==> src/sv/nfsa_pkg.sv <==
`timescale 1ns / 1ps
// ----------------------------------------------------------------------------
// nfsa_pkg
// Shared types for the next-fit segment allocator: state codes, result
// codes and the command/status bundles between controller and datapath.
// ----------------------------------------------------------------------------
package nfsa_pkg;

  typedef enum logic [2:0] {
    S_IDLE,
    S_FIND,
    S_ALLOC,
    S_REL_L,
    S_REL_R,
    S_DONE
  } state_t;

  typedef enum logic [1:0] {
    ST_OK    = 2'd0,
    ST_ID    = 2'd1,
    ST_NOFIT = 2'd2,
    ST_FULL  = 2'd3
  } res_t;

  typedef enum logic [1:0] {
    RD_SCAN,
    RD_SRCH,
    RD_LEFT,
    RD_RIGHT
  } rd_sel_t;

  typedef enum logic {
    OP_ALLOC   = 1'b0,
    OP_RELEASE = 1'b1
  } op_t;

  typedef struct packed {
    logic    accept_req;
    logic    cfg_wr;
    logic    scan_step;
    logic    find_hit;
    logic    srch_init;
    logic    srch_step;
    logic    take_exact;
    logic    split;
    logic    rel_left;
    logic    rel_right;
    logic    set_st;
    res_t    st_code;
    logic    out_load;
    rd_sel_t rd_sel;
  } cmd_t;

  typedef struct packed {
    op_t  op;
    logic size_zero;
    logic scan_end;
    logic owner_match;
    logic fit_ok;
    logic fit_exact;
    logic table_full;
    logic left_merge;
    logic right_merge;
    logic out_free;
  } stat_t;

endpackage

==> src/sv/nfsa_ctrl.sv <==
`timescale 1ns / 1ps
// ----------------------------------------------------------------------------
// nfsa_ctrl
// Sequencer: owner lookup, next-fit search, split/take and release merges.
// ----------------------------------------------------------------------------
module nfsa_ctrl
  import nfsa_pkg::*;
(
  input  logic  clk,
  input  logic  rst_n,
  input  logic  in_valid,
  output logic  in_ready,
  input  logic  cfg_valid,
  output logic  cfg_ready,
  input  stat_t stat,
  output cmd_t  cmd
);

  state_t state_r, state_nxt;

  always_ff @(posedge clk) begin
    if (!rst_n) begin
      state_r <= S_IDLE;
    end else begin
      state_r <= state_nxt;
    end
  end

  always_comb begin
    state_nxt = state_r;
    cmd       = '0;
    cmd.st_code = ST_OK;
    cmd.rd_sel  = RD_SCAN;
    in_ready  = 1'b0;
    cfg_ready = 1'b0;
    unique case (state_r)
      S_IDLE: begin
        // a pending table write goes first, the request waits until it is taken
        in_ready  = !cfg_valid;
        cfg_ready = 1'b1;
        cmd.cfg_wr = cfg_valid;
        if (in_valid && !cfg_valid) begin
          cmd.accept_req = 1'b1;
          state_nxt = S_FIND;
        end
      end
      S_FIND: begin
        cmd.rd_sel = RD_SCAN;
        if (stat.scan_end) begin
          if (stat.op == OP_RELEASE) begin
            cmd.set_st = 1'b1;
            cmd.st_code = ST_ID;
            state_nxt = S_DONE;
          end else if (stat.size_zero) begin
            cmd.set_st = 1'b1;
            cmd.st_code = ST_NOFIT;
            state_nxt = S_DONE;
          end else begin
            cmd.srch_init = 1'b1;
            state_nxt = S_ALLOC;
          end
        end else if (stat.owner_match) begin
          if (stat.op == OP_RELEASE) begin
            cmd.find_hit = 1'b1;
            state_nxt = S_REL_L;
          end else begin
            cmd.set_st = 1'b1;
            cmd.st_code = ST_ID;
            state_nxt = S_DONE;
          end
        end else begin
          cmd.scan_step = 1'b1;
        end
      end
      S_ALLOC: begin
        cmd.rd_sel = RD_SRCH;
        if (stat.scan_end) begin
          cmd.set_st = 1'b1;
          cmd.st_code = ST_NOFIT;
          state_nxt = S_DONE;
        end else if (stat.fit_ok) begin
          cmd.set_st = 1'b1;
          state_nxt = S_DONE;
          if (stat.fit_exact) begin
            cmd.take_exact = 1'b1;
          end else if (stat.table_full) begin
            cmd.st_code = ST_FULL;
          end else begin
            cmd.split = 1'b1;
          end
        end else begin
          cmd.srch_step = 1'b1;
        end
      end
      S_REL_L: begin
        cmd.rd_sel = RD_LEFT;
        cmd.rel_left = 1'b1;
        state_nxt = S_REL_R;
      end
      S_REL_R: begin
        cmd.rd_sel = RD_RIGHT;
        cmd.rel_right = 1'b1;
        cmd.set_st = 1'b1;
        state_nxt = S_DONE;
      end
      S_DONE: begin
        if (stat.out_free) begin
          cmd.out_load = 1'b1;
          state_nxt = S_IDLE;
        end
      end
      default: begin
        state_nxt = S_IDLE;
      end
    endcase
  end

endmodule

==> src/sv/nfsa_dp.sv <==
`timescale 1ns / 1ps
// ----------------------------------------------------------------------------
// nfsa_dp
// Segment table, search counters, cursor and result register.
// ----------------------------------------------------------------------------
module nfsa_dp
  import nfsa_pkg::*;
#(
  parameter int MEM_UNITS    = 1024,
  parameter int MAX_SEGMENTS = 32,
  parameter int ID_BITS      = 8,
  parameter int SIZE_W       = $clog2(MEM_UNITS + 1),
  parameter int ADDR_W       = $clog2(MEM_UNITS)
)(
  input  logic               clk,
  input  logic               rst_n,
  input  cmd_t               cmd,
  output stat_t              stat,
  input  logic               in_operation,
  input  logic [ID_BITS-1:0] in_process_id,
  input  logic [SIZE_W-1:0]  in_request_size,
  input  logic [SIZE_W-1:0]  cfg_total_units,
  output logic               out_valid,
  input  logic               out_ready,
  output logic [1:0]         out_status,
  output logic [ADDR_W-1:0]  out_block_start
);

  localparam int IDX_W = $clog2(MAX_SEGMENTS);
  localparam int CNT_W = $clog2(MAX_SEGMENTS + 1);
  localparam logic [CNT_W-1:0] MAX_CNT = CNT_W'(MAX_SEGMENTS);
  localparam logic [SIZE_W-1:0] MEM_SZ = SIZE_W'(MEM_UNITS);

  logic [ADDR_W-1:0]  seg_start_r [MAX_SEGMENTS];
  logic [SIZE_W-1:0]  seg_size_r  [MAX_SEGMENTS];
  logic [ID_BITS-1:0] seg_owner_r [MAX_SEGMENTS];
  logic [MAX_SEGMENTS-1:0] seg_used_r;

  logic [CNT_W-1:0]   count_r;
  logic [IDX_W-1:0]   cursor_r;
  logic [CNT_W-1:0]   k_r;
  logic [IDX_W-1:0]   idx_r;
  logic [IDX_W-1:0]   fidx_r;
  logic [SIZE_W-1:0]  fsize_r;
  op_t                op_r;
  logic [ID_BITS-1:0] id_r;
  logic [SIZE_W-1:0]  req_r;
  res_t               st_r;
  logic [ADDR_W-1:0]  blk_r;
  logic               out_valid_r;
  logic [1:0]         out_status_r;
  logic [ADDR_W-1:0]  out_start_r;

  logic [IDX_W-1:0]   rd_idx;
  logic [ADDR_W-1:0]  rd_start;
  logic [SIZE_W-1:0]  rd_size;
  logic [ID_BITS-1:0] rd_owner;
  logic               rd_used;
  logic [SIZE_W-1:0]  cfg_clamp;
  logic [IDX_W-1:0]   fidx_p1;
  logic [IDX_W-1:0]   idx_p1;
  logic               left_ok;
  logic               right_ok;
  logic               do_rm;
  logic [IDX_W-1:0]   rm_idx;
  logic [SIZE_W-1:0]  msum;

  always_comb begin
    unique case (cmd.rd_sel)
      RD_SCAN:  rd_idx = k_r[IDX_W-1:0];
      RD_SRCH:  rd_idx = idx_r;
      RD_LEFT:  rd_idx = fidx_r - IDX_W'(1);
      RD_RIGHT: rd_idx = fidx_p1;
      default:  rd_idx = k_r[IDX_W-1:0];
    endcase
  end

  assign rd_start = seg_start_r[rd_idx];
  assign rd_size  = seg_size_r[rd_idx];
  assign rd_owner = seg_owner_r[rd_idx];
  assign rd_used  = seg_used_r[rd_idx];
  assign fidx_p1  = fidx_r + IDX_W'(1);
  assign idx_p1   = idx_r + IDX_W'(1);

  assign left_ok  = (fidx_r != '0) && !rd_used;
  assign right_ok = ({1'b0, fidx_r} + (IDX_W + 1)'(1) < (IDX_W + 1)'(count_r)) && !rd_used;

  // a merge folds entry rm_idx into rm_idx-1 and shifts the rest down
  assign do_rm  = (cmd.rel_left && left_ok) || (cmd.rel_right && right_ok);
  assign rm_idx = cmd.rel_left ? fidx_r : fidx_p1;
  assign msum   = rd_size + fsize_r;

  always_comb begin
    cfg_clamp = cfg_total_units;
    if (cfg_total_units == '0) begin
      cfg_clamp = SIZE_W'(1);
    end else if (cfg_total_units > MEM_SZ) begin
      cfg_clamp = MEM_SZ;
    end
  end

  always_comb begin
    stat.op          = op_r;
    stat.size_zero   = (req_r == '0);
    stat.scan_end    = (k_r == count_r);
    stat.owner_match = rd_used && (rd_owner == id_r);
    stat.fit_ok      = !rd_used && (rd_size >= req_r);
    stat.fit_exact   = (rd_size == req_r);
    stat.table_full  = (count_r >= MAX_CNT);
    stat.left_merge  = left_ok;
    stat.right_merge = right_ok;
    stat.out_free    = !out_valid_r || out_ready;
  end

  // segment table
  always_ff @(posedge clk) begin
    if (!rst_n) begin
      seg_used_r     <= '0;
      seg_start_r[0] <= '0;
      seg_size_r[0]  <= MEM_SZ;
    end else if (cmd.cfg_wr) begin
      seg_used_r     <= '0;
      seg_start_r[0] <= '0;
      seg_size_r[0]  <= cfg_clamp;
    end else if (cmd.take_exact) begin
      seg_used_r[idx_r]  <= 1'b1;
      seg_owner_r[idx_r] <= id_r;
    end else if (cmd.split) begin
      for (int i = 0; i < MAX_SEGMENTS; i++) begin
        if (IDX_W'(i) == idx_r) begin
          seg_size_r[i]  <= req_r;
          seg_used_r[i]  <= 1'b1;
          seg_owner_r[i] <= id_r;
        end else if (i > 0 && IDX_W'(i) == idx_p1) begin
          seg_start_r[i] <= rd_start + req_r[ADDR_W-1:0];
          seg_size_r[i]  <= rd_size - req_r;
          seg_used_r[i]  <= 1'b0;
        end else if (i > 0 && IDX_W'(i) > idx_p1 && CNT_W'(i) <= count_r) begin
          seg_start_r[i] <= seg_start_r[i-1];
          seg_size_r[i]  <= seg_size_r[i-1];
          seg_used_r[i]  <= seg_used_r[i-1];
          seg_owner_r[i] <= seg_owner_r[i-1];
        end
      end
    end else if (cmd.rel_left || cmd.rel_right) begin
      if (cmd.rel_left) begin
        seg_used_r[fidx_r] <= 1'b0;
      end
      if (do_rm) begin
        for (int i = 0; i < MAX_SEGMENTS; i++) begin
          if (i + 1 < MAX_SEGMENTS && IDX_W'(i) == rm_idx - IDX_W'(1)) begin
            seg_size_r[i] <= msum;
          end else if (i + 1 < MAX_SEGMENTS && IDX_W'(i) >= rm_idx && rm_idx != '0) begin
            seg_start_r[i] <= seg_start_r[i+1];
            seg_size_r[i]  <= seg_size_r[i+1];
            seg_used_r[i]  <= seg_used_r[i+1];
            seg_owner_r[i] <= seg_owner_r[i+1];
          end
        end
      end
    end
  end

  // count and cursor
  always_ff @(posedge clk) begin
    if (!rst_n) begin
      count_r  <= CNT_W'(1);
      cursor_r <= '0;
    end else if (cmd.cfg_wr) begin
      count_r  <= CNT_W'(1);
      cursor_r <= '0;
    end else if (cmd.take_exact) begin
      cursor_r <= idx_r;
    end else if (cmd.split) begin
      count_r  <= count_r + CNT_W'(1);
      cursor_r <= idx_p1;
    end else if (do_rm) begin
      count_r <= count_r - CNT_W'(1);
      if (cursor_r >= rm_idx) begin
        cursor_r <= cursor_r - IDX_W'(1);
      end
    end
  end

  always_ff @(posedge clk) begin
    if (cmd.accept_req) begin
      op_r  <= op_t'(in_operation);
      id_r  <= in_process_id;
      req_r <= in_request_size;
      k_r   <= '0;
    end else if (cmd.scan_step) begin
      k_r <= k_r + CNT_W'(1);
    end else if (cmd.srch_init) begin
      k_r   <= '0;
      idx_r <= cursor_r;
    end else if (cmd.srch_step) begin
      k_r   <= k_r + CNT_W'(1);
      idx_r <= (CNT_W'(idx_p1) == count_r || idx_p1 == '0) ? '0 : idx_p1;
    end
    if (cmd.find_hit) begin
      fidx_r  <= k_r[IDX_W-1:0];
      fsize_r <= rd_size;
    end else if (cmd.rel_left && left_ok) begin
      fidx_r  <= fidx_r - IDX_W'(1);
      fsize_r <= msum;
    end
    if (cmd.set_st) begin
      st_r  <= cmd.st_code;
      blk_r <= (cmd.take_exact || cmd.split) ? rd_start : '0;
    end
  end

  // result register
  always_ff @(posedge clk) begin
    if (!rst_n) begin
      out_valid_r <= 1'b0;
    end else if (cmd.out_load) begin
      out_valid_r <= 1'b1;
    end else if (out_ready) begin
      out_valid_r <= 1'b0;
    end
  end

  always_ff @(posedge clk) begin
    if (cmd.out_load) begin
      out_status_r <= st_r;
      out_start_r  <= blk_r;
    end
  end

  assign out_valid       = out_valid_r;
  assign out_status      = out_status_r;
  assign out_block_start = out_start_r;

endmodule

==> src/sv/next_fit_segment_allocator.sv <==
`timescale 1ns / 1ps
// ----------------------------------------------------------------------------
// next_fit_segment_allocator
// Next-fit allocator over an ordered segment table with split and merge.
// ----------------------------------------------------------------------------
// One request at a time. A request first walks the table one entry per
// cycle to look up the id; an allocate then walks again from the search
// cursor, one entry per cycle, and splits or takes the first fit (or reports
// the table full when a split is needed); a release does the left merge and
// then the right merge. The sequencer steps through the table over a single
// read port; the result is handed off in S_DONE and the next request is taken
// in S_IDLE. A new request is taken while the previous result still waits in
// the output register. Writing total_units resets the table and takes
// precedence over a request offered in the same cycle.
module next_fit_segment_allocator
  import nfsa_pkg::*;
#(
  parameter int MEM_UNITS    = 1024,
  parameter int MAX_SEGMENTS = 32,
  parameter int ID_BITS      = 8
)(
  input  logic                              clk,
  input  logic                              rst_n,
  input  logic                              in_valid,
  output logic                              in_ready,
  input  logic                              in_operation,
  input  logic [ID_BITS-1:0]                in_process_id,
  input  logic [$clog2(MEM_UNITS + 1)-1:0]  in_request_size,
  input  logic                              cfg_valid,
  output logic                              cfg_ready,
  input  logic [$clog2(MEM_UNITS + 1)-1:0]  cfg_total_units,
  output logic                              out_valid,
  input  logic                              out_ready,
  output logic [1:0]                        out_status,
  output logic [$clog2(MEM_UNITS)-1:0]      out_block_start
);

  cmd_t  cmd;
  stat_t stat;

  nfsa_ctrl u_ctrl (
    .clk       (clk),
    .rst_n     (rst_n),
    .in_valid  (in_valid),
    .in_ready  (in_ready),
    .cfg_valid (cfg_valid),
    .cfg_ready (cfg_ready),
    .stat      (stat),
    .cmd       (cmd)
  );

  nfsa_dp #(
    .MEM_UNITS    (MEM_UNITS),
    .MAX_SEGMENTS (MAX_SEGMENTS),
    .ID_BITS      (ID_BITS)
  ) u_dp (
    .clk             (clk),
    .rst_n           (rst_n),
    .cmd             (cmd),
    .stat            (stat),
    .in_operation    (in_operation),
    .in_process_id   (in_process_id),
    .in_request_size (in_request_size),
    .cfg_total_units (cfg_total_units),
    .out_valid       (out_valid),
    .out_ready       (out_ready),
    .out_status      (out_status),
    .out_block_start (out_block_start)
  );

endmodule
==> config.mk <==
export PLATFORM = sky130hd
export DESIGN_NAME = next_fit_segment_allocator
export DESIGN_NICKNAME = d
export VERILOG_FILES = /design/src/sv/nfsa_pkg.sv /design/src/sv/nfsa_ctrl.sv /design/src/sv/nfsa_dp.sv /design/src/sv/next_fit_segment_allocator.sv
export SDC_FILE = /design/constraint.sdc
export NUM_CORES = 2
export LEC_CHECK = 0
export BUFFER_PORTS_ARGS = -buffer_cell sky130_fd_sc_hd__buf_2
export CAP_MARGIN = 0
export CELL_PAD_IN_SITES_DETAIL_PLACEMENT = 0
export CELL_PAD_IN_SITES_GLOBAL_PLACEMENT = 1
export CORE_ASPECT_RATIO = 0.9
export CORE_MARGIN = 2
export CORE_UTILIZATION = 42
export CTS_BUF_LIST = sky130_fd_sc_hd__clkbuf_8
export DETAILED_ROUTE_END_ITERATION = 12
export PLACE_DENSITY_LB_ADDON = 0.1
export SLEW_MARGIN = 20
export SYNTH_ARGS = -nofsm -noshare
export SYNTH_HDL_FRONTEND = slang
export SYNTH_SLANG_ARGS = --single-unit
==> constraint.sdc <==
create_clock -name clk -period 19.05 [get_ports clk]
set_input_delay 5.715 -clock clk [delete_from_list [all_inputs] [get_ports clk]]
set_output_delay 5.715 -clock clk [all_outputs]
set_load 0.02 [all_outputs]
==> metrics.csv <==
stage,metric,value,unit
outcome,violations_in_the_final_reports,DRC,
yosys,yosys_register_bits,1046,
yosys,avgSynthCellArea,8.25,µm²
yosys,synth.area.top_cells,"sky130_fd_sc_hd__edfxtp_1 (42%), sky130_fd_sc_hd__nand2_1 (8.6%), sky130_fd_sc_hd__o21ai_0 (5.5%)",
worst_hold_path,min_from,u_dp.blk_r[6],
worst_setup_path,critical_path_at,12450,ps
yosys,synth_top_cell_area_share,0.418,
final_layout,area_occupied_by_registers,0.0309,mm²
power_and_ir_drop,p_int,0.00697,W
global_route,initial_antenna_violation_count,7,
yosys,post_synth_instance_area,0.0714,mm²
clock_network,insertion_delay,1010,ps
sta,fin_skew,88.2,ps
worst_setup_path,worstPathBufferInverterCount,3,
clock_network,cts_root_buffer,sky130_fd_sc_hd__clkbuf_8,
yosys,syn_inst,8658,
final_layout,drive_gt1_frac,0.0970,
sta,tightestPinTransition,1220,ps
global_route,total_global_route_track_usage,0.400,
routing,detail_route.drc_violations,2,
worst_setup_path,required,19660,ps
final_layout,nets,8506,
clock_network,worst_setup_hold_path_clk_slew,60,ps
clock_network,post_cts_setup_bufs,0,
global_route,grt_max_degree,239,
power_and_ir_drop,switchingPower,0.00836,W
worst_setup_path,worst_setup_path_start_kind,register,
floorplanning,die_w,439,µm
routing,vias_per_cell,6.79,
floorplanning,core_area,0.169,mm²
power_and_ir_drop,static-leakage-power,29.0,nW
clock_network,h_tree_level_count,4,
worst_setup_path,critical_path.reg2reg.startpoint,u_dp.fidx_r[0],
power_and_ir_drop,power-per-cell-area,197,mW/mm²
global_route,final_global_route_overflow_total,0,
sta,final.period_utilization,0.621,
worst_setup_path,regToRegEndpoint,u_dp.seg_owner_r[5][0],
flow_run,maxCapViolations,0,
worst_setup_path,cell_family_with_the_largest_share_of_critical_path_delay,compound AO/OA/AOI/OAI gates,
final_layout,final_common_cell,sky130_fd_sc_hd__nand2_1,
routing,detail_route.first_pass.iterations,12,
place,hpwl,259,mm
sta,finalHoldViolations,0,
power_and_ir_drop,power.ir.vdd_worst,0.318,mV
worst_setup_path,worstPathCellList,inv_1 > ha_1 > nor4bb_1 > a311oi_2 > and2_4 > buf_12 > nand3_1 > and3_1 > a311oi_1 > o31ai_1 > ha_1 > o21ai_0 > a21boi_0 > o21ai_0 > a21oi_1 > o21ai_0 > a21boi_0 > o211a_4 > buf_4 > nand4_1 > o211ai_1 > a21o_1,
final_layout,combined_area_of_the_multi_input_logic_cells,0.0374,mm²
routing,route.vias.total,73500,
floorplanning,initial_utilization,0.423,
yosys,synth-async-reset-ratio,0,
clock_network,cts.sink_count,1046,
routing,postRouteAntennaNets,0,
clock_network,cts_resized,0,
routing,drt_iter0_drc,10100,
power_and_ir_drop,p_sw_frac,0.545,
worst_hold_path,timing.hold.worst_endpoint,u_dp.out_block_start[6],
yosys,library_cell_with_the_largest_summed_area_after_synthesis,sky130_fd_sc_hd__edfxtp_1,
yosys,warning_count_from_the_yosys_run,0,
sta,rsz0062_at_grt,no,
outcome,status,"finished, violations left",
sta,fin_setup_tns,0,ps
final_layout,num-fill-cells,16900,
sta,finalCriticalPeriod,11840,ps
worst_setup_path,critical_path_fanout_max,118,
worst_setup_path,rrSetupSlack,7210,ps
worst_setup_path,critical_path_class,reg2reg,
clock_network,clockBufferDepth,3,
floorplanning,placement_rows,143,
global_route,number_of_global_route_vias_before_repair,69500,
power_and_ir_drop,share_of_power_burned_in_the_clock_network,0.140,
yosys,synth_enable_flop_cells,993,
worst_setup_path,endpoint_kind,register,
yosys,synth_flop_cell,sky130_fd_sc_hd__edfxtp_1,
routing,routed_wl,357,mm
worst_hold_path,min-delay-path-class,reg2reg,
clock_network,cts_made_buffers,196,
floorplanning,pin_count,51,
final_layout,layout.cells.most_common_list,"sky130_fd_sc_hd__nand2_1 (1,638), sky130_fd_sc_hd__edfxtp_1 (993), sky130_fd_sc_hd__nor2_1 (857), sky130_fd_sc_hd__o21ai_0 (743), sky130_fd_sc_hd__a21oi_1 (614)",
power_and_ir_drop,power,0.0153,W
place,io_buffer_count,50,
power_and_ir_drop,power_frac_comb,0.666,
yosys,netlist-cell-type-count,102,
sta,drv_slew,0,
sta,timing.max_slew.rel_slack,0.181,
power_and_ir_drop,sequential_fraction_of_design_power,0.194,
yosys,sequential_fraction_of_the_synthesis_area,0.432,
sta,setup_violations,0,
routing,route.detailed.wl_per_inst,33.0,µm
sta,max_clock_freq,84.5,MHz
worst_setup_path,critical-path-max-stage-delay,990,ps
worst_hold_path,worst_hold_path.num_cells,0,
clock_network,cts_hold_bufs,0,
floorplanning,total_die_area,0.173,mm²
worst_setup_path,critPathSlowestCell,sky130_fd_sc_hd__nand4_1,
worst_setup_path,timing.reg2reg.worst_path_depth,22,
place,gp_congestion,1.03,
floorplanning,die_height,395,µm
clock_network,cts_tree,yes,
final_layout,flow.area_growth_from_synthesis,9.26,%
global_route,first_pass_grt_wire_length,508,mm
worst_setup_path,most_used_cell_along_the_critical_path,sky130_fd_sc_hd__o21ai_0,
-- cell usage after synthesis, types with 31 or more instances --
| cell | instances |
|---|---|
| sky130_fd_sc_hd__nand2_1 | 1645 |
| sky130_fd_sc_hd__edfxtp_1 | 993 |
| sky130_fd_sc_hd__nor2_1 | 869 |
| sky130_fd_sc_hd__o21ai_0 | 785 |
| sky130_fd_sc_hd__clkbuf_1 | 653 |
| sky130_fd_sc_hd__a21oi_1 | 617 |
| sky130_fd_sc_hd__nand3_1 | 437 |
| sky130_fd_sc_hd__o22ai_1 | 314 |
| sky130_fd_sc_hd__mux2i_1 | 230 |
| sky130_fd_sc_hd__o211ai_1 | 214 |
| sky130_fd_sc_hd__a211oi_1 | 194 |
| sky130_fd_sc_hd__a22oi_1 | 179 |
| sky130_fd_sc_hd__a31oi_1 | 133 |
| sky130_fd_sc_hd__and3_1 | 117 |
| sky130_fd_sc_hd__buf_2 | 114 |
| sky130_fd_sc_hd__inv_1 | 112 |
| sky130_fd_sc_hd__a311oi_1 | 87 |
| sky130_fd_sc_hd__nor3_1 | 87 |
| sky130_fd_sc_hd__buf_1 | 70 |
| sky130_fd_sc_hd__xnor2_1 | 60 |
| sky130_fd_sc_hd__ha_1 | 59 |
| sky130_fd_sc_hd__a222oi_1 | 58 |
| sky130_fd_sc_hd__dfxtp_1 | 53 |
| sky130_fd_sc_hd__a221o_1 | 36 |
| sky130_fd_sc_hd__and2_1 | 35 |
| sky130_fd_sc_hd__nand4_1 | 35 |
| sky130_fd_sc_hd__o31ai_1 | 31 |
-- worst max-delay path by stage --
stage / to / depth (start not counted) / startpoint / slack, ps
3_3_place_gp: in_ready / 3 / cfg_valid / 7210
3_5_place_dp: in_ready / 3 / cfg_valid / 7250
6_report: u_dp.seg_owner_r[5][0] / 22 / u_dp.fidx_r[0] / 7210
5_1_grt: u_dp.seg_owner_r[5][0] / 22 / u_dp.fidx_r[0] / 7140
2_1_floorplan: in_ready / 1 / cfg_valid / 7330
4_1_cts: in_ready / 3 / cfg_valid / 7250
-- metrics by stage --
stage | instances | hold WS, ps | instance area, µm² | setup slack [ps] | utilization
detailed placement | 10500 | 406 | 74400 | 7250 | 0.440
CTS | 10800 | 420 | 78000 | 7250 | 0.462
global placement | 10500 | 401 | 74300 | 7210 | 0.440
finish | 10800 | 415 | 78000 | 7210 | 0.462
floorplan | 8667 | 400 | 71400 | 7330 | -
global route | 10800 | 427 | 78000 | 7140 | 0.462
-- flip-flops by register name, indices dropped and copies added (netlist names), 6 cells and up --
signal / count
u_dp.k_r: 6
u_dp.blk_r: 10
u_dp.id_r: 8
u_dp.seg_size_r: 352
u_dp.fsize_r: 11
u_dp.seg_owner_r: 256
u_dp.seg_start_r: 320
u_dp.req_r: 11
u_dp.count_r: 6
u_dp.seg_used_r: 32
u_dp.out_block_start: 10
-- logic make-up after synthesis --
kind of cell | after synthesis | synth area share
and+or+nand+nor | 3372 | 0.200
AOI/OAI and AO/OA | 2860 | 0.252
DFF | 1046 | 0.432
buffers and inverters | 972 | 0.0544
muxes | 268 | 0.0403
xor gates and xnor gates | 77 | 0.00944
adders and majority gates | 62 | 0.0112
other | 1 | 0.0000525
-- area by class of cell --
type	instances	area share
clock inverters	152	0.00922
multi-input cells	6649	0.479
clock buffers	209	0.0369
well taps	2247	0.0360
inverters	120	0.00577
repair buffers	395	0.0371
flip-flops and latches	1046	0.396
diodes	7	0.000225
-- power groups by stage --
stage          Combinational, W  Sequential (W)  Clock [W]
2_1_floorplan           0.00603         0.00301          0
3_3_place_gp            0.00992         0.00302          0
3_5_place_dp             0.0101         0.00302          0
4_1_cts                  0.0101         0.00297    0.00216
5_1_grt                  0.0108         0.00298    0.00225
6_report                 0.0102         0.00298    0.00214
-- layer usage --
metal,part of all wire,track usage,up-vias
met3,0.093,0.0717,973
met1,0.39,0.519,36300
li1,-,-,31600
met4,0.077,0.259,2
met5,0.000036,0,-
met2,0.44,0.612,4608
No activity file was read; power rests on OpenSTA's default activity.
